===== src/design/anb_pkg.sv =====
// Package for the Annex-B to length-prefixed converter.
// Holds the channel payload types, the front-to-back event type and the codes.
// No dependencies.
package anb_pkg;

   localparam int unsigned MAX_UNIT_BYTES      = 1048576;
   localparam int unsigned SAMPLE_BUFFER_BYTES = 1049600;

   localparam int unsigned POS_W  = 21;
   localparam int unsigned OFF_W  = 20;
   localparam int unsigned LEN_W  = 21;
   localparam int unsigned SUM_W  = LEN_W + 1;
   localparam int unsigned DUR_W  = 20;
   localparam int unsigned CFG_W  = 17;

   localparam logic [POS_W-1:0] MAX_UNIT   = POS_W'(MAX_UNIT_BYTES);
   localparam logic [SUM_W-1:0] SAMPLE_CAP = SUM_W'(SAMPLE_BUFFER_BYTES);
   localparam logic [SUM_W-1:0] PREFIX_LEN = SUM_W'(4);

   localparam logic [CFG_W-1:0] DEFAULT_DURATION_RESET = CFG_W'(3000);

   localparam int unsigned FIFO_DEPTH = 4;
   localparam int unsigned FIFO_AW    = $clog2(FIFO_DEPTH);

   localparam logic [2:0] KIND_NAL     = 3'd0;
   localparam logic [2:0] KIND_SAMPLE  = 3'd1;
   localparam logic [2:0] KIND_EMPTY   = 3'd2;
   localparam logic [2:0] KIND_DROPPED = 3'd3;
   localparam logic [2:0] KIND_ERROR   = 3'd4;

   localparam logic [1:0] ACT_APPEND = 2'd0;
   localparam logic [1:0] ACT_SPS    = 2'd1;
   localparam logic [1:0] ACT_PPS    = 2'd2;
   localparam logic [1:0] ACT_SKIP   = 2'd3;

   localparam logic [4:0] NAL_IDR    = 5'd5;
   localparam logic [4:0] NAL_SPS    = 5'd7;
   localparam logic [4:0] NAL_PPS    = 5'd8;
   localparam logic [4:0] NAL_AUD    = 5'd9;
   localparam logic [4:0] NAL_FILLER = 5'd12;

   localparam logic FUNC_BYTE    = 1'b0;
   localparam logic FUNC_RESTART = 1'b1;

   typedef struct packed {
      logic             func;
      logic [7:0]       data_byte;
      logic             last_byte;
      logic [DUR_W-1:0] duration;
   } req_type;

   typedef struct packed {
      logic [2:0]       kind;
      logic [OFF_W-1:0] nal_offset;
      logic [LEN_W-1:0] nal_length;
      logic [4:0]       nal_code;
      logic [1:0]       nal_action;
      logic [LEN_W-1:0] sample_length;
      logic             random_access;
      logic [DUR_W-1:0] sample_duration;
      logic             last;
   } rsp_type;

   typedef struct packed {
      logic             restart;
      logic             overlong;
      logic             close;
      logic             last;
      logic [OFF_W-1:0] nal_offset;
      logic [LEN_W-1:0] nal_length;
      logic [4:0]       nal_code;
      logic [DUR_W-1:0] duration;
   } evt_type;

endpackage


===== src/design/anb_front.sv =====
// Front end: start-code scan, NAL boundary tracking and event classification.
// Depends on anb_pkg.
module anb_front (
   input  logic             clock,
   input  logic             reset,
   input  logic             accept,
   input  anb_pkg::req_type req,
   output logic             push,
   output anb_pkg::evt_type evt
);

   logic [anb_pkg::POS_W-1:0] pos_ff, pos_in;
   logic [1:0]                zero_run_ff, zero_run_in;
   logic                      inside_ff, inside_in;
   logic [anb_pkg::POS_W-1:0] nal_start_ff, nal_start_in;
   logic [anb_pkg::POS_W-1:0] content_end_ff, content_end_in;
   logic [4:0]                htype_ff, htype_in;

   logic                      overlong;
   logic                      scode;
   logic [anb_pkg::POS_W-1:0] pos_inc;

   assign overlong = pos_ff >= anb_pkg::MAX_UNIT;
   assign scode    = (zero_run_ff >= 2'd2) && (req.data_byte == 8'd1);
   assign pos_inc  = pos_ff + anb_pkg::POS_W'(1);

   always_comb begin
      pos_in         = pos_ff;
      zero_run_in    = zero_run_ff;
      inside_in      = inside_ff;
      nal_start_in   = nal_start_ff;
      content_end_in = content_end_ff;
      htype_in       = htype_ff;
      evt            = '0;
      push           = 1'b0;
      if (accept) begin
         if (req.func == anb_pkg::FUNC_RESTART) begin
            pos_in         = '0;
            zero_run_in    = '0;
            inside_in      = 1'b0;
            nal_start_in   = '0;
            content_end_in = '0;
            htype_in       = '0;
            evt.restart    = 1'b1;
         end else begin
            if (!overlong) begin
               pos_in = pos_inc;
            end
            if (overlong) begin
               evt.overlong = 1'b1;
            end else if (scode) begin
               evt.close      = inside_ff && (content_end_ff > nal_start_ff);
               evt.nal_offset = nal_start_ff[anb_pkg::OFF_W-1:0];
               evt.nal_length = content_end_ff - nal_start_ff;
               evt.nal_code   = htype_ff;
               inside_in      = 1'b1;
               nal_start_in   = pos_inc;
               content_end_in = pos_inc;
               htype_in       = '0;
               zero_run_in    = '0;
            end else begin
               if (inside_ff) begin
                  if (pos_ff == nal_start_ff) begin
                     htype_in = req.data_byte[4:0];
                  end
                  if (req.data_byte != 8'd0) begin
                     content_end_in = pos_inc;
                  end
               end
               if (req.data_byte == 8'd0) begin
                  zero_run_in = (zero_run_ff >= 2'd2) ? 2'd2 : zero_run_ff + 2'd1;
               end else begin
                  zero_run_in = '0;
               end
               if (req.last_byte) begin
                  evt.close      = inside_ff && (content_end_in > nal_start_ff);
                  evt.nal_offset = nal_start_ff[anb_pkg::OFF_W-1:0];
                  evt.nal_length = content_end_in - nal_start_ff;
                  evt.nal_code   = htype_in;
               end
            end
            evt.last     = req.last_byte;
            evt.duration = req.duration;
            if (req.last_byte) begin
               pos_in         = '0;
               zero_run_in    = '0;
               inside_in      = 1'b0;
               nal_start_in   = '0;
               content_end_in = '0;
               htype_in       = '0;
            end
         end
         push = evt.restart | evt.overlong | evt.close | evt.last;
      end
   end

   always_ff @(posedge clock) begin
      if (reset) begin
         pos_ff         <= '0;
         zero_run_ff    <= '0;
         inside_ff      <= 1'b0;
         nal_start_ff   <= '0;
         content_end_ff <= '0;
         htype_ff       <= '0;
      end else begin
         pos_ff         <= pos_in;
         zero_run_ff    <= zero_run_in;
         inside_ff      <= inside_in;
         nal_start_ff   <= nal_start_in;
         content_end_ff <= content_end_in;
         htype_ff       <= htype_in;
      end
   end

endmodule


===== src/design/anb_fifo.sv =====
// Event queue between the front end and the back end.
// Depends on anb_pkg.
module anb_fifo (
   input  logic             clock,
   input  logic             reset,
   input  logic             push,
   input  anb_pkg::evt_type push_data,
   output logic             full,
   input  logic             pop,
   output logic             not_empty,
   output anb_pkg::evt_type head
);

   anb_pkg::evt_type            mem_ff [anb_pkg::FIFO_DEPTH];
   logic [anb_pkg::FIFO_AW-1:0] wr_ptr_ff, wr_ptr_in;
   logic [anb_pkg::FIFO_AW-1:0] rd_ptr_ff, rd_ptr_in;
   logic [anb_pkg::FIFO_AW:0]   count_ff, count_in;
   logic                        do_push;
   logic                        do_pop;

   assign full      = count_ff == (anb_pkg::FIFO_AW+1)'(anb_pkg::FIFO_DEPTH);
   assign not_empty = count_ff != '0;
   assign head      = mem_ff[rd_ptr_ff];
   assign do_push   = push && !full;
   assign do_pop    = pop && not_empty;

   always_comb begin
      wr_ptr_in = do_push ? wr_ptr_ff + anb_pkg::FIFO_AW'(1) : wr_ptr_ff;
      rd_ptr_in = do_pop  ? rd_ptr_ff + anb_pkg::FIFO_AW'(1) : rd_ptr_ff;
      count_in  = count_ff;
      if (do_push && !do_pop) begin
         count_in = count_ff + (anb_pkg::FIFO_AW+1)'(1);
      end else if (do_pop && !do_push) begin
         count_in = count_ff - (anb_pkg::FIFO_AW+1)'(1);
      end
   end

   always_ff @(posedge clock) begin
      if (do_push) begin
         mem_ff[wr_ptr_ff] <= push_data;
      end
   end

   always_ff @(posedge clock) begin
      if (reset) begin
         wr_ptr_ff <= '0;
         rd_ptr_ff <= '0;
         count_ff  <= '0;
      end else begin
         wr_ptr_ff <= wr_ptr_in;
         rd_ptr_ff <= rd_ptr_in;
         count_ff  <= count_in;
      end
   end

endmodule


===== src/design/anb_back.sv =====
// Back end: sample accounting, SPS/PPS registration, error tracking and result register.
// Depends on anb_pkg.
module anb_back (
   input  logic                      clock,
   input  logic                      reset,
   input  logic                      evt_valid,
   input  anb_pkg::evt_type          evt,
   output logic                      pop,
   input  logic                      csr_write,
   input  logic [anb_pkg::CFG_W-1:0] csr_data,
   output logic                      rsp_valid,
   input  logic                      rsp_stall,
   output anb_pkg::rsp_type          rsp_data
);

   typedef enum logic [1:0] {
      ST_EVENT = 2'b01,
      ST_CLOSE = 2'b10
   } state_type;

   state_type                 state_ff, state_in;
   logic [anb_pkg::LEN_W-1:0] acc_ff, acc_in;
   logic                      idr_ff, idr_in;
   logic                      sps_ff, sps_in;
   logic                      pps_ff, pps_in;
   logic                      failed_ff, failed_in;
   logic                      sticky_ff, sticky_in;
   logic [anb_pkg::CFG_W-1:0] dflt_ff;
   logic                      rsp_valid_ff, rsp_valid_in;
   anb_pkg::rsp_type          rsp_data_ff, rsp_data_in;

   logic                      slot_free;
   logic [anb_pkg::SUM_W-1:0] sum;
   logic                      fail_now;
   logic                      rec;
   logic                      overflow;
   logic [1:0]                act;

   assign slot_free = !rsp_valid_ff || !rsp_stall;
   assign sum = {1'b0, acc_ff} + anb_pkg::PREFIX_LEN + {1'b0, evt.nal_length};

   function automatic anb_pkg::rsp_type closing(
      input logic                      failed,
      input logic [anb_pkg::LEN_W-1:0] acc,
      input logic                      idr,
      input logic                      sps,
      input logic                      pps,
      input logic [anb_pkg::DUR_W-1:0] dur,
      input logic [anb_pkg::CFG_W-1:0] dflt
   );
      anb_pkg::rsp_type r;
      r      = '0;
      r.last = 1'b1;
      if (failed) begin
         r.kind = anb_pkg::KIND_ERROR;
      end else if (acc == '0) begin
         r.kind = anb_pkg::KIND_EMPTY;
      end else if (!sps || !pps) begin
         r.kind = anb_pkg::KIND_DROPPED;
      end else begin
         r.kind            = anb_pkg::KIND_SAMPLE;
         r.sample_length   = acc;
         r.random_access   = idr;
         r.sample_duration = (dur != '0) ? dur : anb_pkg::DUR_W'(dflt);
      end
      return r;
   endfunction

   always_comb begin
      state_in     = state_ff;
      acc_in       = acc_ff;
      idr_in       = idr_ff;
      sps_in       = sps_ff;
      pps_in       = pps_ff;
      failed_in    = failed_ff;
      sticky_in    = sticky_ff;
      rsp_valid_in = rsp_valid_ff;
      rsp_data_in  = rsp_data_ff;
      pop          = 1'b0;
      fail_now     = failed_ff | sticky_ff | evt.overlong;
      rec          = 1'b0;
      overflow     = 1'b0;
      act          = anb_pkg::ACT_APPEND;

      if (slot_free) begin
         rsp_valid_in = 1'b0;
      end

      if (slot_free && evt_valid) begin
         case (state_ff)
            ST_EVENT: begin
               if (evt.restart) begin
                  acc_in    = '0;
                  idr_in    = 1'b0;
                  sps_in    = 1'b0;
                  pps_in    = 1'b0;
                  failed_in = 1'b0;
                  sticky_in = 1'b0;
                  pop       = 1'b1;
               end else begin
                  if (evt.close && !fail_now) begin
                     if (evt.nal_code == anb_pkg::NAL_SPS) begin
                        act    = sps_ff ? anb_pkg::ACT_SKIP : anb_pkg::ACT_SPS;
                        sps_in = 1'b1;
                        rec    = 1'b1;
                     end else if (evt.nal_code == anb_pkg::NAL_PPS) begin
                        act    = pps_ff ? anb_pkg::ACT_SKIP : anb_pkg::ACT_PPS;
                        pps_in = 1'b1;
                        rec    = 1'b1;
                     end else if (evt.nal_code == anb_pkg::NAL_AUD ||
                                  evt.nal_code == anb_pkg::NAL_FILLER) begin
                        act = anb_pkg::ACT_SKIP;
                        rec = 1'b1;
                     end else if (sum > anb_pkg::SAMPLE_CAP) begin
                        overflow = 1'b1;
                     end else begin
                        acc_in = sum[anb_pkg::LEN_W-1:0];
                        idr_in = idr_ff | (evt.nal_code == anb_pkg::NAL_IDR);
                        rec    = 1'b1;
                     end
                  end
                  if (fail_now || overflow) begin
                     failed_in = 1'b1;
                     sticky_in = 1'b1;
                  end
                  if (rec) begin
                     rsp_valid_in              = 1'b1;
                     rsp_data_in               = '0;
                     rsp_data_in.kind          = anb_pkg::KIND_NAL;
                     rsp_data_in.nal_offset    = evt.nal_offset;
                     rsp_data_in.nal_length    = evt.nal_length;
                     rsp_data_in.nal_code      = evt.nal_code;
                     rsp_data_in.nal_action    = act;
                     rsp_data_in.sample_length = acc_in;
                     rsp_data_in.random_access = idr_in;
                     rsp_data_in.last          = !evt.last;
                     if (evt.last) begin
                        state_in = ST_CLOSE;
                     end else begin
                        pop = 1'b1;
                     end
                  end else begin
                     pop = 1'b1;
                     if (evt.last) begin
                        rsp_valid_in = 1'b1;
                        rsp_data_in  = closing(fail_now | overflow, acc_in, idr_in,
                                               sps_in, pps_in, evt.duration, dflt_ff);
                        acc_in       = '0;
                        idr_in       = 1'b0;
                        failed_in    = 1'b0;
                     end
                  end
               end
            end
            ST_CLOSE: begin
               rsp_valid_in = 1'b1;
               rsp_data_in  = closing(failed_ff | sticky_ff, acc_ff, idr_ff, sps_ff,
                                      pps_ff, evt.duration, dflt_ff);
               acc_in       = '0;
               idr_in       = 1'b0;
               failed_in    = 1'b0;
               pop          = 1'b1;
               state_in     = ST_EVENT;
            end
            default: begin
               state_in = ST_EVENT;
            end
         endcase
      end
   end

   always_ff @(posedge clock) begin
      if (reset) begin
         state_ff     <= ST_EVENT;
         acc_ff       <= '0;
         idr_ff       <= 1'b0;
         sps_ff       <= 1'b0;
         pps_ff       <= 1'b0;
         failed_ff    <= 1'b0;
         sticky_ff    <= 1'b0;
         dflt_ff      <= anb_pkg::DEFAULT_DURATION_RESET;
         rsp_valid_ff <= 1'b0;
      end else begin
         state_ff     <= state_in;
         acc_ff       <= acc_in;
         idr_ff       <= idr_in;
         sps_ff       <= sps_in;
         pps_ff       <= pps_in;
         failed_ff    <= failed_in;
         sticky_ff    <= sticky_in;
         rsp_valid_ff <= rsp_valid_in;
         if (csr_write) begin
            dflt_ff <= csr_data;
         end
      end
   end

   always_ff @(posedge clock) begin
      rsp_data_ff <= rsp_data_in;
   end

   assign rsp_valid = rsp_valid_ff;
   assign rsp_data  = rsp_data_ff;

endmodule


===== src/design/annexb_nal_length_prefix_converter_core.sv =====
// Top level of the Annex-B to length-prefixed sample converter.
// Instantiates anb_front, anb_fifo and anb_back; depends on anb_pkg.
//
//   channel  direction  handshake            payload
//   req      in         req_valid/req_stall  anb_pkg::req_type
//   rsp      out        rsp_valid/rsp_stall  anb_pkg::rsp_type
//   csr      in         csr_valid/csr_ready  default duration, 17 bits
//
// One byte is accepted per cycle while the four-entry event queue has room.
// The back end retires one event per cycle unless rsp_stall holds it; a NAL
// closed on a unit's last byte gives its record in ST_EVENT and the closing
// result in ST_CLOSE. Results leave through a single output register; reset is
// synchronous and clears all unit state, parameter-set flags and error flags.
// req_stall is the queue-full flag; rsp_stall holds the output register.
module annexb_nal_length_prefix_converter_core (
   input  logic                      clock,
   input  logic                      reset,
   input  logic                      req_valid,
   output logic                      req_stall,
   input  anb_pkg::req_type          req_data,
   output logic                      rsp_valid,
   input  logic                      rsp_stall,
   output anb_pkg::rsp_type          rsp_data,
   input  logic                      csr_valid,
   output logic                      csr_ready,
   input  logic [anb_pkg::CFG_W-1:0] csr_data
);

   logic             accept;
   logic             push;
   anb_pkg::evt_type push_evt;
   logic             full;
   logic             pop;
   logic             not_empty;
   anb_pkg::evt_type head;

   assign req_stall = full;
   assign accept    = req_valid && !full;
   assign csr_ready = 1'b1;

   anb_front u_front (
      .clock  (clock),
      .reset  (reset),
      .accept (accept),
      .req    (req_data),
      .push   (push),
      .evt    (push_evt)
   );

   anb_fifo u_fifo (
      .clock     (clock),
      .reset     (reset),
      .push      (push),
      .push_data (push_evt),
      .full      (full),
      .pop       (pop),
      .not_empty (not_empty),
      .head      (head)
   );

   anb_back u_back (
      .clock     (clock),
      .reset     (reset),
      .evt_valid (not_empty),
      .evt       (head),
      .pop       (pop),
      .csr_write (csr_valid && csr_ready),
      .csr_data  (csr_data),
      .rsp_valid (rsp_valid),
      .rsp_stall (rsp_stall),
      .rsp_data  (rsp_data)
   );

endmodule


===== config.mk =====
export PLATFORM = sky130hd
export DESIGN_NAME = annexb_nal_length_prefix_converter_core
export DESIGN_NICKNAME = d
export VERILOG_FILES = /design/src/design/anb_pkg.sv /design/src/design/anb_front.sv /design/src/design/anb_fifo.sv /design/src/design/anb_back.sv /design/src/design/annexb_nal_length_prefix_converter_core.sv
export SDC_FILE = /design/constraint.sdc
export NUM_CORES = 1
export LEC_CHECK = 0
export BUFFER_PORTS_ARGS = -buffer_cell sky130_fd_sc_hd__buf_4
export CAP_MARGIN = 10
export CORE_ASPECT_RATIO = 1.1
export CORE_MARGIN = 2
export CORE_UTILIZATION = 55
export DETAILED_ROUTE_END_ITERATION = 7
export GPL_TIMING_DRIVEN = 1
export HOLD_SLACK_MARGIN = 0.08
export PLACE_DENSITY = 0.87
export SETUP_SLACK_MARGIN = 0.05
export SKIP_CTS_REPAIR_TIMING = 1
export SLEW_MARGIN = 40
export SYNTH_ARGS = -nofsm -noshare
export SYNTH_HDL_FRONTEND = slang
export SYNTH_SLANG_ARGS = --single-unit

===== constraint.sdc =====
create_clock -name clock -period 9.89 [get_ports clock]
set_input_delay 2.4725 -clock clock [delete_from_list [all_inputs] [get_ports clock]]
set_output_delay 2.4725 -clock clock [all_outputs]
set_load 0.02 [all_outputs]

==> summary.md, run 1 <==
The flow ran to the end, and the final reports show no timing, DRC or antenna violations. For the register area share after synthesis, the log shows 56.9%. From bottom edge to top edge, the die measures 224 um. Of all flip-flops after synthesis, the portion carrying an async set or reset was 0%.

The detailed-route via count is 17,100, and the number of CTS-inserted buffers is 46. The floorplan step set the die width to 204 um. The clock root buffer was sky130_fd_sc_hd__clkbuf_16. CTS saw 500 sinks.

The analysis attributes to net switching a power of 2.29 mW. The effective utilization at floorplan was 55.7%; the share of the clock period used by the worst path after layout was 76.0%. The worst hold path begins at u_front.content_end_ff[6]. The initialized floorplan defines 80 standard-cell rows. Entering global routing, the biggest net connects 97 pins. The detail-routed via count per cell came out at 6.35.

Ranked by instance count, the synthesized netlist is headed by sky130_fd_sc_hd__edfxtp_1 (374), sky130_fd_sc_hd__nor2_1 (209), sky130_fd_sc_hd__dfxtp_1 (126). The mean instance size in the synthesized netlist was 12.3 sq um; the max-capacitance violation count was 0. The run gives 0.165 mV as the maximum ir drop on the vdd rail. The tools report the launch point of the critical path as req_data[26].

The via count of the first global-routing pass was 16,700. The class of the worst hold path is flip-flop to flip-flop. The path with the worst hold slack has its endpoint at u_front.content_end_ff[6]. Detailed placement ended at an HPWL of 42,500 um. The run gives 0 as the remaining global-route overflow.

The run gives 24,200 sq um as the post-synthesis instance area. The leading area contributor after synthesis is sky130_fd_sc_hd__edfxtp_1. The number of port buffers is 147. The average detailed-routed wire length per instance came out at 22.7 um. The share of layout cells above drive strength 1 was 17.1%; the measured slew at the worst slew-check pin was 0.904 ns. By area the synthesized netlist is led by sky130_fd_sc_hd__edfxtp_1 (46%), sky130_fd_sc_hd__dfxtp_1 (10%), sky130_fd_sc_hd__mux4_2 (6.5%). For this block, the routed nets add up to 61,300 um of wire. When the netlist entered floorplanning its net count stood at 2,117. The final critical path time including I/O delays and setup is 7.52 ns, and the worst-case register-to-register setup slack is 2.97 ns. Power spread over the standard cell area amounts to 247 nW/um^2. In the routed design, unresolved DRC markers number 0. The worst setup path is captured at a flip-flop. The clock passes through at most 3 buffers. The setup slack of the critical path after layout was 2.37 ns.

The data arrival time of the critical path is 7.81 ns, and the normalized max-slew margin is 39.5%. Static timing analysis puts the maximum clock frequency at 133 MHz. The combinational group share of total power was 33.4%.

Number of library cell types mapped by synthesis: 84. The worst register-to-register path ends at u_back.rsp_data[66]. The first global-routing pass estimated 93,400 um of wire. The max-slew violation count came out at 0. For the first-pass detailed-route iteration total, the log shows 5.

Along the worst hold path, the cell count comes to 2. The top cell type by area accounts for 46.4% of the synthesized area. Timing analysis after detailed placement gives a worst setup slack of 2.14 ns. Setup repair after global routing left no endpoint under its margin. In the final design database the tool counted 2,239 nets.

TritonCTS built the clock tree. Compared with the post-synthesis result, the final layout area differs by 13.2%. In this run, synthesis produced a sequential element count of 500. Synthesis produced 1,969 cells.

After clock tree synthesis, the clock-pin slew on the worst setup and hold paths is 0.07 ns. At the end of routability-driven placement, the weighted congestion stood at 0.955. Required time at the worst-slack endpoint: 10.18 ns. The share of total power consumed by net switching works out to 33.9%.

The leakage power of the design was 9.84 nW; the clock latency on the worst-skew pair was 0.59 ns. Per report_power, the sequential group accounts for 40.7% of the total. The logs give 4.48 mW for the design internal power and 26.5% for the overall track demand over capacity in global routing. The most frequent cell after synthesis was sky130_fd_sc_hd__edfxtp_1. The core footprint is 43,400 sq um. In the synthesized netlist the dominant register cell turns out to be sky130_fd_sc_hd__edfxtp_1. The total negative slack came out at 0 ns. The number of flops mapped to enable cells by yosys was 374; the number of antenna repair diodes was 0.

The die covers 45,700 sq um. The critical path is of the primary input to flip-flop type. The tools report the number of top-level design ports as 149. For the maximum clock skew at final layout, the log shows 0.0281 ns. Of the total power, the clock network draws 26.0%.

The biggest fanout along the worst timing path is 29, and the final hold violation count is 0. Setup violations remaining at the end of the flow were counted as 0. The remaining antenna violation count was 0.

After the first detailed-routing iteration, the DRC count stood at 1,819. The number of H-tree levels was 2. Measured in cells, the most critical reg-to-reg path has a length of 16. Kind of launch point of the worst setup path: a primary input.

The logs give 2 for the number of antenna violations at the first check in global routing and 0 for the Yosys warning count.
==> metrics by stage <==
stage	instances	instance area (sq um)	util (%)	hold slack, ns	power, mW
global route	2698	27400	63.0	0.517	7.04
floorplan	1969	24200	-	0.454	4.31
global placement	2615	25800	59.4	0.466	4.94
CTS	2698	27400	63.0	0.478	6.77
detailed placement	2617	25900	59.6	0.468	5.01
finish	2698	27400	63.0	0.482	6.77
==> worst max-delay path by stage <==
stage                           endpoint  slack (ns)
floorplan             u_back.rsp_data[0]        1.32
global placement    u_fifo.mem_ff[0][67]        2.02
detailed placement  u_fifo.mem_ff[1][67]        2.14
CTS                 u_fifo.mem_ff[2][67]        2.56
global route        u_fifo.mem_ff[2][67]        1.96
finish              u_fifo.mem_ff[2][67]        2.37
==> power groups by stage <==
stage / Clock (mW) / Sequential (mW) / Combinational (mW)
finish: 1.76 / 2.75 / 2.26
global placement: 0 / 2.78 / 2.16
detailed placement: 0 / 2.80 / 2.22
CTS: 1.78 / 2.76 / 2.24
global route: 1.85 / 2.78 / 2.41
floorplan: 0 / 2.96 / 1.35
==> sequential cells by signal, indices dropped and copies added (netlist names), named ones only <==
signal	cells
u_front.inside_ff	1
u_fifo.rd_ptr_ff	2
u_front.nal_start_ff	21
u_back.sps_ff	1
u_back.state_ff	2
u_back.rsp_data	94
u_back.rsp_valid	1
u_fifo.wr_ptr_ff	2
u_front.zero_run_ff	2
u_back.idr_ff	1
u_back.sticky_ff	1
u_back.pps_ff	1
u_back.acc_ff	21
u_front.htype_ff	5
u_back.dflt_ff	17
u_fifo.mem_ff	280
u_fifo.count_ff	3
u_front.content_end_ff	21
u_front.pos_ff	21
u_back.failed_ff	1
==> cell families (layout without fill, tap and decap cells) <==
| family | count (synthesis) | count (layout) | synth area share [%] |
|---|---|---|---|
| AND/OR/NAND/NOR | 615 | 615 | 12.5 |
| AO/OA/AOI/OAI | 401 | 401 | 11.5 |
| XOR/XNOR | 87 | 87 | 3.15 |
| buffers and inverters | 161 | 316 | 2.70 |
| multiplexers | 108 | 108 | 8.18 |
| flip-flops | 500 | 500 | 56.9 |
| other | 1 | 1 | 0.0155 |
| adder cells (fa/ha/maj) | 96 | 96 | 5.09 |
==> routing by layer <==
metal  routed length, um  global-route usage [%]
met5                  13                       0
met2               30300                    44.6
met4                3570                    14.8
met1               23100                    32.8
met3                4340                    3.88
==> cell usage in the layout, fill, tap and decap left out, types with 27 or more instances in the layout <==
cell type / Yosys / final
sky130_fd_sc_hd__and2_1: 27 / 27
sky130_fd_sc_hd__nand3_1: 33 / 33
sky130_fd_sc_hd__a21oi_1: 107 / 105
sky130_fd_sc_hd__edfxtp_1: 374 / 374
sky130_fd_sc_hd__buf_4: 2 / 164
sky130_fd_sc_hd__a22oi_1: 56 / 56
sky130_fd_sc_hd__mux4_2: 70 / 70
sky130_fd_sc_hd__ha_1: 92 / 92
sky130_fd_sc_hd__inv_1: 66 / 66
sky130_fd_sc_hd__clkbuf_16: 0 / 46
sky130_fd_sc_hd__o21ai_0: 62 / 62
sky130_fd_sc_hd__dfxtp_1: 126 / 124
sky130_fd_sc_hd__nand2_1: 94 / 93
sky130_fd_sc_hd__nor2_1: 209 / 207
sky130_fd_sc_hd__xnor2_1: 61 / 61
sky130_fd_sc_hd__nor3_1: 58 / 57
sky130_fd_sc_hd__and3_1: 62 / 62
==> layout make-up <==
type / instances / area [sq um]
fillers: 3100 / 16100
flip-flops and latches: 500 / 13800
multi-input cells: 1308 / 9870
repair buffers: 169 / 1300
clock buffers: 61 / 1250
well taps: 574 / 718
inverters: 66 / 248
clock inverters: 20 / 239
==> critical path, stage by stage <==
cell,delay [ns]
sky130_fd_sc_hd__buf_4,0.11
sky130_fd_sc_hd__or4_1,0.61
sky130_fd_sc_hd__nor4_1,0.46
sky130_fd_sc_hd__nand2b_1,0.25
sky130_fd_sc_hd__nand2_2,0.53
sky130_fd_sc_hd__mux2_2,0.42
sky130_fd_sc_hd__ha_1,0.31
sky130_fd_sc_hd__nor2b_1,0.16
sky130_fd_sc_hd__o21ai_0,0.30
sky130_fd_sc_hd__a21boi_0,0.20
sky130_fd_sc_hd__o21ai_0,0.38
sky130_fd_sc_hd__a211oi_1,0.19
sky130_fd_sc_hd__a2111oi_0,0.40
sky130_fd_sc_hd__nor3_1,0.19
sky130_fd_sc_hd__a211oi_1,0.26
sky130_fd_sc_hd__o21bai_1,0.13
sky130_fd_sc_hd__a211oi_1,0.27
sky130_fd_sc_hd__o21bai_1,0.15
No activity file was read; power rests on OpenSTA's default activity.
==> run 2: changes to the inputs <==
--- a/config.mk
+++ b/config.mk
@@ -9,11 +9,11 @@
 export CAP_MARGIN = 10
 export CORE_ASPECT_RATIO = 1.1
 export CORE_MARGIN = 2
-export CORE_UTILIZATION = 55
+export CORE_UTILIZATION = 56
 export DETAILED_ROUTE_END_ITERATION = 7
 export GPL_TIMING_DRIVEN = 1
 export HOLD_SLACK_MARGIN = 0.08
-export PLACE_DENSITY = 0.87
+export PLACE_DENSITY = 0.85
 export SETUP_SLACK_MARGIN = 0.05
 export SKIP_CTS_REPAIR_TIMING = 1
 export SLEW_MARGIN = 40
==> constraint.sdc (replaced) <==
create_clock -name clock -period 7.3 [get_ports clock]
set_input_delay 1.825 -clock clock [delete_from_list [all_inputs] [get_ports clock]]
set_output_delay 1.825 -clock clock [all_outputs]
set_load 0.02 [all_outputs]
==> run 2 against run 1 <==
Sequential share of layout area down 0.40 points. Clock skew shrank 0.0084 ns. First-iteration DRC count is 8.8% lower.
==> summary.md, run 2 (synthesis results as in run 1) <==
TritonCTS built the clock tree. For the remaining antenna violation count, the log shows 0 (unchanged). Maximum ir drop on the vdd rail: 0.277 mV (was 0.165 mV). For the first-pass detailed-route iteration total, the log shows 5 (unchanged). The leakage power of the design was 9.98 nW (was 9.84 nW); the number of top-level design ports was 149 (unchanged).

The max-slew violation count is 0 (unchanged). The tools report the number of nets in the final layout as 2,245 (was 2,239). The endpoint type of the worst setup path is a flip-flop (unchanged). DRC violation count after routing: 0 (unchanged). Of the available clock period, the critical path in the final layout requires 86.8%. Die boundary width: 202 um (was 204 um).

The clock sink total is 500 (unchanged). Final count of negative-setup-slack endpoints: 0 (unchanged). Half-perimeter wire length after placement: 42,200 um (was 42,500 um). The data arrival time of the critical path is 6.63 ns (was 7.81 ns), and the number of port buffers is 147 (unchanged). Class of the worst hold path: flip-flop to flip-flop (unchanged). Critical setup path kind: primary input to flip-flop (unchanged).

The remaining global-route overflow came out at 0 (unchanged). The weighted congestion at the end of routability-driven global placement is 0.963 (was 0.955), and the final critical path time including I/O delays and setup is 6.34 ns. The maximum clock skew at final layout came out at 0.0197 ns (was 0.0281 ns).

The average detailed-routed wire length per instance works out to 22.4 um (was 22.7 um). The tools report the maximum count of clock buffers along a single path as 3 (unchanged). Top register by number of flip-flops: u_fifo.mem_ff (unchanged). The biggest fanout along the worst timing path works out to 12 (was 29).

The destination of the worst register-to-register timing path was u_fifo.count_ff[2] (was u_back.rsp_data[66]). The maximum number of pins on one net before global-route repair is 95 (was 97). The via count of the first global-routing pass was 16,800 (was 16,700); the die area was 44,900 sq um (was 45,700 sq um).

Clock latency on the worst-skew pair: 0.59 ns (about the same). The tools report the launch point of the critical path as req_data[26] (unchanged). Setup repair after global routing left no endpoint under its margin. The synthesis-to-layout area growth was 14.1% (was 13.2%); the core footprint was 42,500 sq um (was 43,400 sq um). The detail-routed via count per cell works out to 6.32 (was 6.35). The count of routing violations after the opening detailed-route iteration is 1,659 (was 1,819), and the overall power is 9.34 mW (was 6.77 mW).

The tools report the worst-case register-to-register setup slack as 0.98 ns (was 2.97 ns). The power density over the cells was 339 nW/um^2 (was 247 nW/um^2); the setup slack of the critical path after layout was 0.960 ns (was 2.37 ns). The logs give 64.9% (was 63.0%) for the share of the core filled with cells in the final layout and 56.9% (was 55.7%) for the effective utilization at floorplan. Overall track demand over capacity in global routing: 26.8% (was 26.5%). The tools report the kind of launch point of the worst setup path as a primary input (unchanged).

The height of the die is 222 um (was 224 um), and the number of CTS-inserted buffers is 47 (was 46). The final wirelength was 60,600 um (was 61,300 um). The register area is 13,800 sq um (unchanged), and the normalized max-slew margin is 46.4% (was 39.5%).

The highest attainable clock frequency was 158 MHz. The measured slew at the worst slew-check pin came out at 0.802 ns (was 0.904 ns). The most common cell after layout, fill and taps aside is sky130_fd_sc_hd__edfxtp_1 (unchanged). The cell count of the worst reg-to-reg path works out to 20 (was 16).

Capture point of the critical path: u_fifo.mem_ff[1][67] (was u_fifo.mem_ff[2][67]). The flip-flop count of the largest register after layout is 280 (unchanged), and the number of H-tree levels is 2 (unchanged). For the required time at the worst-slack endpoint, the log shows 7.59 ns (was 10.18 ns). The run gives 0 (unchanged) as the max-capacitance violation count. The run gives 79 (was 80) as the number of cell rows. The tools report the smallest hold slack as 0.480 ns (was 0.482 ns). Commonest cells after routing, fill and taps aside: sky130_fd_sc_hd__edfxtp_1 (374), sky130_fd_sc_hd__nor2_1 (206), sky130_fd_sc_hd__buf_4 (166), sky130_fd_sc_hd__dfxtp_1 (124), sky130_fd_sc_hd__a21oi_1 (106) (was sky130_fd_sc_hd__edfxtp_1 (374), sky130_fd_sc_hd__nor2_1 (207), sky130_fd_sc_hd__buf_4 (164), sky130_fd_sc_hd__dfxtp_1 (124), sky130_fd_sc_hd__a21oi_1 (105)).

The run gives 0 (unchanged) as the final hold violation count. The clock root buffer is sky130_fd_sc_hd__clkbuf_16 (unchanged). The clock-pin slew on the worst setup and hold paths was 0.06 ns (was 0.07 ns); the number of filler cells placed in the layout was 3,047 (was 3,100). The tools report the first-pass GRT wire length as 94,500 um (was 93,400 um).

Detailed-route via count: 17,100 (about the same). The area of combinational cells with multiple inputs was 9860 sq um (was 9870 sq um); the number of antenna repair diodes was 0 (unchanged). The flow ran to the end, and the final reports show no timing, DRC or antenna violations.

The logs give 0 (was 2) for the number of antenna violations at the first check in global routing and 0.538 ns (was 2.14 ns) for the pre-CTS worst setup slack. The share of layout cells above drive strength 1 works out to 17.7% (was 17.1%).
run 2: changes by cell type in the layout (fill, tap and decap cells not counted), moves of 2 or more:
cell | previous run | this run
sky130_fd_sc_hd__clkinvlp_4 | 5 | 2
sky130_fd_sc_hd__clkinv_2 | 4 | 13
sky130_fd_sc_hd__buf_12 | 0 | 6
sky130_fd_sc_hd__buf_8 | 2 | 0
sky130_fd_sc_hd__clkbuf_16 | 46 | 49
sky130_fd_sc_hd__clkbuf_1 | 11 | 7
sky130_fd_sc_hd__buf_4 | 164 | 166
run 2: per-layer routing:
layer	vias to the layer above	global-route usage, %	wire [um]
met5	-	0	0
met4	0	12.0	2720
met3	157	3.23	3970
met2	810	45.5	30300
met1	8436	34.6	23500
li1	7687	-	-
run 2: where the power goes:
group          total (mW)  switching, mW  internal, mW
Sequential           3.72          0.180          3.54
Clock                2.55           1.08          1.47
Combinational        3.07           1.88          1.19
Total                9.34           3.14          6.20
run 2: metrics by stage:
stage          instance area, sq um  instances  TNS (ns)
4_1_cts                       27600       2703         0
2_1_floorplan                 24200       1969    -49.08
3_5_place_dp                  26000       2615         0
5_1_grt                       27600       2703         0
3_3_place_gp                  25900       2615         0
6_report                      27600       2703         0
run 2: how the worst min path moves through the flow:
stage                              start                         to  depth (start not counted)
2_1_floorplan  u_front.content_end_ff[2]  u_front.content_end_ff[2]                          2
3_3_place_gp   u_front.content_end_ff[5]  u_front.content_end_ff[5]                          2
3_5_place_dp   u_front.content_end_ff[5]  u_front.content_end_ff[5]                          2
4_1_cts        u_front.content_end_ff[5]  u_front.content_end_ff[5]                          2
5_1_grt        u_front.content_end_ff[5]  u_front.content_end_ff[5]                          2
6_report       u_front.content_end_ff[5]  u_front.content_end_ff[5]                          2
run 2: final cells by class:
cell class                 count  share of cell area [%]
sequential                   500                    49.9
multi-input combinational   1308                    35.7
timing repair buffer         174                    5.03
clock buffer                  61                    4.79
tap                          567                    2.57
clock inverter                27                    1.13
inverter                      66                   0.898
run 2: worst max-delay path, cell delays in order:
cell	delay, ns
sky130_fd_sc_hd__buf_4	0.10
sky130_fd_sc_hd__or4_1	0.51
sky130_fd_sc_hd__nor4_1	0.24
sky130_fd_sc_hd__buf_4	0.20
sky130_fd_sc_hd__nand2b_1	0.13
sky130_fd_sc_hd__nand2_1	0.35
sky130_fd_sc_hd__mux2_2	0.40
sky130_fd_sc_hd__ha_1	0.28
sky130_fd_sc_hd__nor2b_1	0.14
sky130_fd_sc_hd__o21ai_0	0.24
sky130_fd_sc_hd__a21boi_0	0.16
sky130_fd_sc_hd__o21ai_0	0.30
sky130_fd_sc_hd__a211oi_1	0.15
sky130_fd_sc_hd__a2111oi_0	0.46
sky130_fd_sc_hd__nor3_1	0.21
sky130_fd_sc_hd__a211oi_1	0.31
sky130_fd_sc_hd__o21bai_1	0.15
sky130_fd_sc_hd__a211oi_1	0.30
sky130_fd_sc_hd__o21bai_1	0.17
==> run 3: changes to the inputs <==
--- a/config.mk
+++ b/config.mk
@@ -9,11 +9,11 @@
 export CAP_MARGIN = 10
 export CORE_ASPECT_RATIO = 1.1
 export CORE_MARGIN = 2
-export CORE_UTILIZATION = 56
+export CORE_UTILIZATION = 34
 export DETAILED_ROUTE_END_ITERATION = 7
 export GPL_TIMING_DRIVEN = 1
 export HOLD_SLACK_MARGIN = 0.08
-export PLACE_DENSITY = 0.85
+export PLACE_DENSITY = 0.61
 export SETUP_SLACK_MARGIN = 0.05
 export SKIP_CTS_REPAIR_TIMING = 1
 export SLEW_MARGIN = 40
==> run 3 against run 2 <==
Final area rose by 1.5%. Via count down 3.4%. Sequential power is essentially flat. Routed wire length up 5.1%. Combinational power increased by 1%. Clock skew rose by 0.026 ns. Critical path depth rose by 1. Global-route usage is 9.8 points lower. Non-clock buffer count grew 5. Total power down 0.24%. Register-to-register slack better by 0.09 ns.
==> summary.md, run 3 (synthesis results as in run 1) <==
Delay of the slowest cell on the worst path: 0.61 ns (was 0.51 ns). The number of antenna repair diodes is 0 (unchanged). The overall power came out at 9.32 mW (was 9.34 mW). Pre-CTS worst setup slack: 0.673 ns (was 0.538 ns).

For the combinational group share of total power, the log shows 33.4% (was 32.9%). The run finished with clean final reports. The logs give 28,000 sq um (was 27,600 sq um) for the final design instance area without fill and 0 (unchanged) for the remaining global-route overflow. The die boundary width came out at 258 um (was 202 um). The clock-pin slew on the worst setup and hold paths works out to 0.06 ns (about the same).

The required time at the worst-slack endpoint is 7.81 ns (was 7.59 ns), and the max-slew violation count is 0 (unchanged). The setup slack of the critical path after layout is 1.07 ns (was 0.960 ns). The logs give 39.8% (about the same) for the sequential share of power and 3.17 mW (was 3.14 mW) for the net switching power of the design. The final count of negative-setup-slack endpoints came out at 0 (unchanged). The dominant cell type by count on the critical path is sky130_fd_sc_hd__ha_1 (was sky130_fd_sc_hd__a211oi_1).

The kind of launch point of the worst setup path is a flip-flop (was a primary input). The clock sink total was 500 (unchanged); the share of power burned in the clock network was 26.8% (was 27.3%). The detail-routed via count per cell is 5.36 (was 6.32), and the maximum clock skew at final layout is 0.0456 ns (was 0.0197 ns). The average detailed-routed wire length per instance was 20.7 um (was 22.4 um).

For the area after detailed placement, the log shows 26,400 sq um (was 26,000 sq um). The share of layout cells above drive strength 1 is 17.4% (was 17.7%), and the number of antenna violations at the first check in global routing is 0 (unchanged). The final critical path time including I/O delays and setup is 6.23 ns (was 6.34 ns), and the highest attainable clock frequency is 160 MHz (was 158 MHz). Core footprint: 70,400 sq um (was 42,500 sq um). The master of the slowest instance on the critical path was sky130_fd_sc_hd__mux4_2 (was sky130_fd_sc_hd__or4_1). The run gives 46,400 um (was 42,200 um) as the half-perimeter wire length after placement. TritonCTS built the clock tree.

The power density over the cells came out at 333 nW/um^2 (was 339 nW/um^2). The logs give 6.75 ns (was 6.63 ns) for the data arrival time of the critical path and 16.9% (was 26.8%) for the overall track demand over capacity in global routing. Share of the clock period used by the worst path after layout: 85.4% (was 86.8%). First-pass detailed-route iteration total: 5 (unchanged). Critical setup path kind: flip-flop to flip-flop (was primary input to flip-flop). The share of total power consumed by net switching was 34.0% (was 33.6%); the count of non-filler cells in the finished layout was 3,083 (was 2,703). The run gives 149 (unchanged) as the number of top-level design ports. The effective utilization at floorplan was 34.3% (was 56.9%); the count of routing violations after the opening detailed-route iteration was 1,224 (was 1,659). The logs give 0.481 ns (was 0.480 ns) for the smallest hold slack and 0 (unchanged) for the DRC violation count after routing. The share of the core filled with cells in the final layout was 39.8% (was 64.9%); the number of cells in the design after placement was 2,989 (was 2,615). For the detailed-route via count, the log shows 16,500 (was 17,100). Setup repair after global routing left no endpoint under its margin. The remaining antenna violation count came out at 0 (unchanged). The logs give 9.95 nW (was 9.98 nW) for the leakage power of the design and 42.7% (was 46.4%) for the normalized max-slew margin. The number of H-tree levels was 2 (unchanged). The measured slew at the worst slew-check pin came out at 0.856 ns (was 0.802 ns).

The class of the worst hold path is flip-flop to flip-flop (unchanged). The number of nets in the final layout is 2,253 (was 2,245), and the clock latency on the worst-skew pair is 0.62 ns (was 0.59 ns). The tools report the clock root buffer as sky130_fd_sc_hd__clkbuf_16 (unchanged). The tools report the die area as 73,300 sq um (was 44,900 sq um). Via count of the first global-routing pass: 16,200 (was 16,800).

The tools report the max-capacitance violation count as 0 (unchanged). Largest delay contributor family on the critical path: compound AO/OA/AOI/OAI gates (unchanged). For the final wirelength, the log shows 63,700 um (was 60,600 um). Endpoint type of the worst setup path: a flip-flop (unchanged). The number of filler cells placed in the layout is 6,594 (was 3,047), and the flip-flop count of the largest register after layout is 280 (unchanged). The maximum number of pins on one net before global-route repair is 73 (was 95), and the buffer and inverter count on the worst path is 2 (unchanged).

The design internal power came out at 6.15 mW (was 6.20 mW). Maximum count of clock buffers along a single path: 3 (unchanged). For the maximum ir drop on the vdd rail, the log shows 0.164 mV (was 0.277 mV). The total negative slack is 0 ns (unchanged), and the biggest fanout along the worst timing path is 16 (was 12). Commonest cells after routing, fill and taps aside: sky130_fd_sc_hd__edfxtp_1 (374), sky130_fd_sc_hd__nor2_1 (205), sky130_fd_sc_hd__buf_4 (176), sky130_fd_sc_hd__dfxtp_1 (124), sky130_fd_sc_hd__a21oi_1 (105) (was sky130_fd_sc_hd__edfxtp_1 (374), sky130_fd_sc_hd__nor2_1 (206), sky130_fd_sc_hd__buf_4 (166), sky130_fd_sc_hd__dfxtp_1 (124), sky130_fd_sc_hd__a21oi_1 (106)). The most common cell after layout, fill and taps aside was sky130_fd_sc_hd__edfxtp_1 (unchanged).

Number of CTS-inserted buffers: 50 (was 47). Worst path cell trace: mux4_2 -> ha_1 -> ha_1 -> inv_1 -> fa_1 -> nand2b_1 -> a21bo_2 -> a21o_1 -> a211o_1 -> o41ai_1 -> and4_1 -> a311oi_4 -> o21ai_0 -> a21o_1 -> ha_1 -> inv_1 -> fa_1 -> xor2_1 -> or3_1 -> a21oi_1 (was buf_4 -> or4_1 -> nor4_1 -> buf_4 -> nand2b_1 -> nand2_1 -> mux2_2 -> ha_1 -> nor2b_1 -> o21ai_0 -> a21boi_0 -> o21ai_0 -> a211oi_1 -> a2111oi_0 -> nor3_1 -> a211oi_1 -> o21bai_1 -> a211oi_1 -> o21bai_1). The number of cell rows is 102 (was 79), and the first-pass GRT wire length is 96,400 um (was 94,500 um).

The height of the die came out at 284 um (was 222 um). The number of port buffers was 147 (unchanged). Top register by number of flip-flops: u_fifo.mem_ff (unchanged). Final hold violation count: 0 (unchanged). For the weighted congestion at the end of routability-driven global placement, the log shows 0.921 (was 0.963).

The synthesis-to-layout area growth came out at 15.8% (was 14.1%).
[run 3: path summary, 6_finish.rpt]
| kind | from | to | slack, ns | cells after the start |
|---|---|---|---|---|
| worst min-delay path | u_front.content_end_ff[6] | u_front.content_end_ff[6] | 0.48 | 2 |
| worst max register to register | flip-flop | u_fifo.count_ff[2] | 1.07 | 20 |
| worst min register to register | u_front.content_end_ff[6] | u_front.content_end_ff[6] | 0.48 | 2 |
| worst max-delay path | flip-flop | u_fifo.count_ff[2] | 1.07 | 20 |
[run 3: layout make-up]
type                    count  area, sq um  area share, %
clock inverters            22          233          0.831
inverters                  66          248          0.884
multi-input cells        1308         9880           35.3
flip-flops and latches    500        13800           49.1
clock buffers              72         1360           4.84
repair buffers            179         1370           4.90
well taps                 936         1170           4.18
[run 3: metal layers]
layer	up-vias	share of wire, %	track usage, %
met3	114	4.4	2.12
met5	-	0	0
li1	7730	-	-
met1	8227	41	21.4
met4	0	3.3	6.01
met2	442	51	29.8
[run 3: power by group through the flow]
stage	logic [mW]	registers (mW)	clock network (mW)
after floorplan	1.83	4.00	0
after global placement	3.09	3.77	0
after detailed placement	3.12	3.78	0
after CTS	3.13	3.72	2.55
after global routing	3.36	3.75	2.67
final	3.11	3.71	2.50
[run 3: tightest hold or removal path, delay by kind of cell (launching register included)]
| kind | cells | cell delay (ns) |
|---|---|---|
| compound gates | 1 | 0.05 |
| simple gates | 1 | 0.06 |
| flops | 1 | 0.33 |
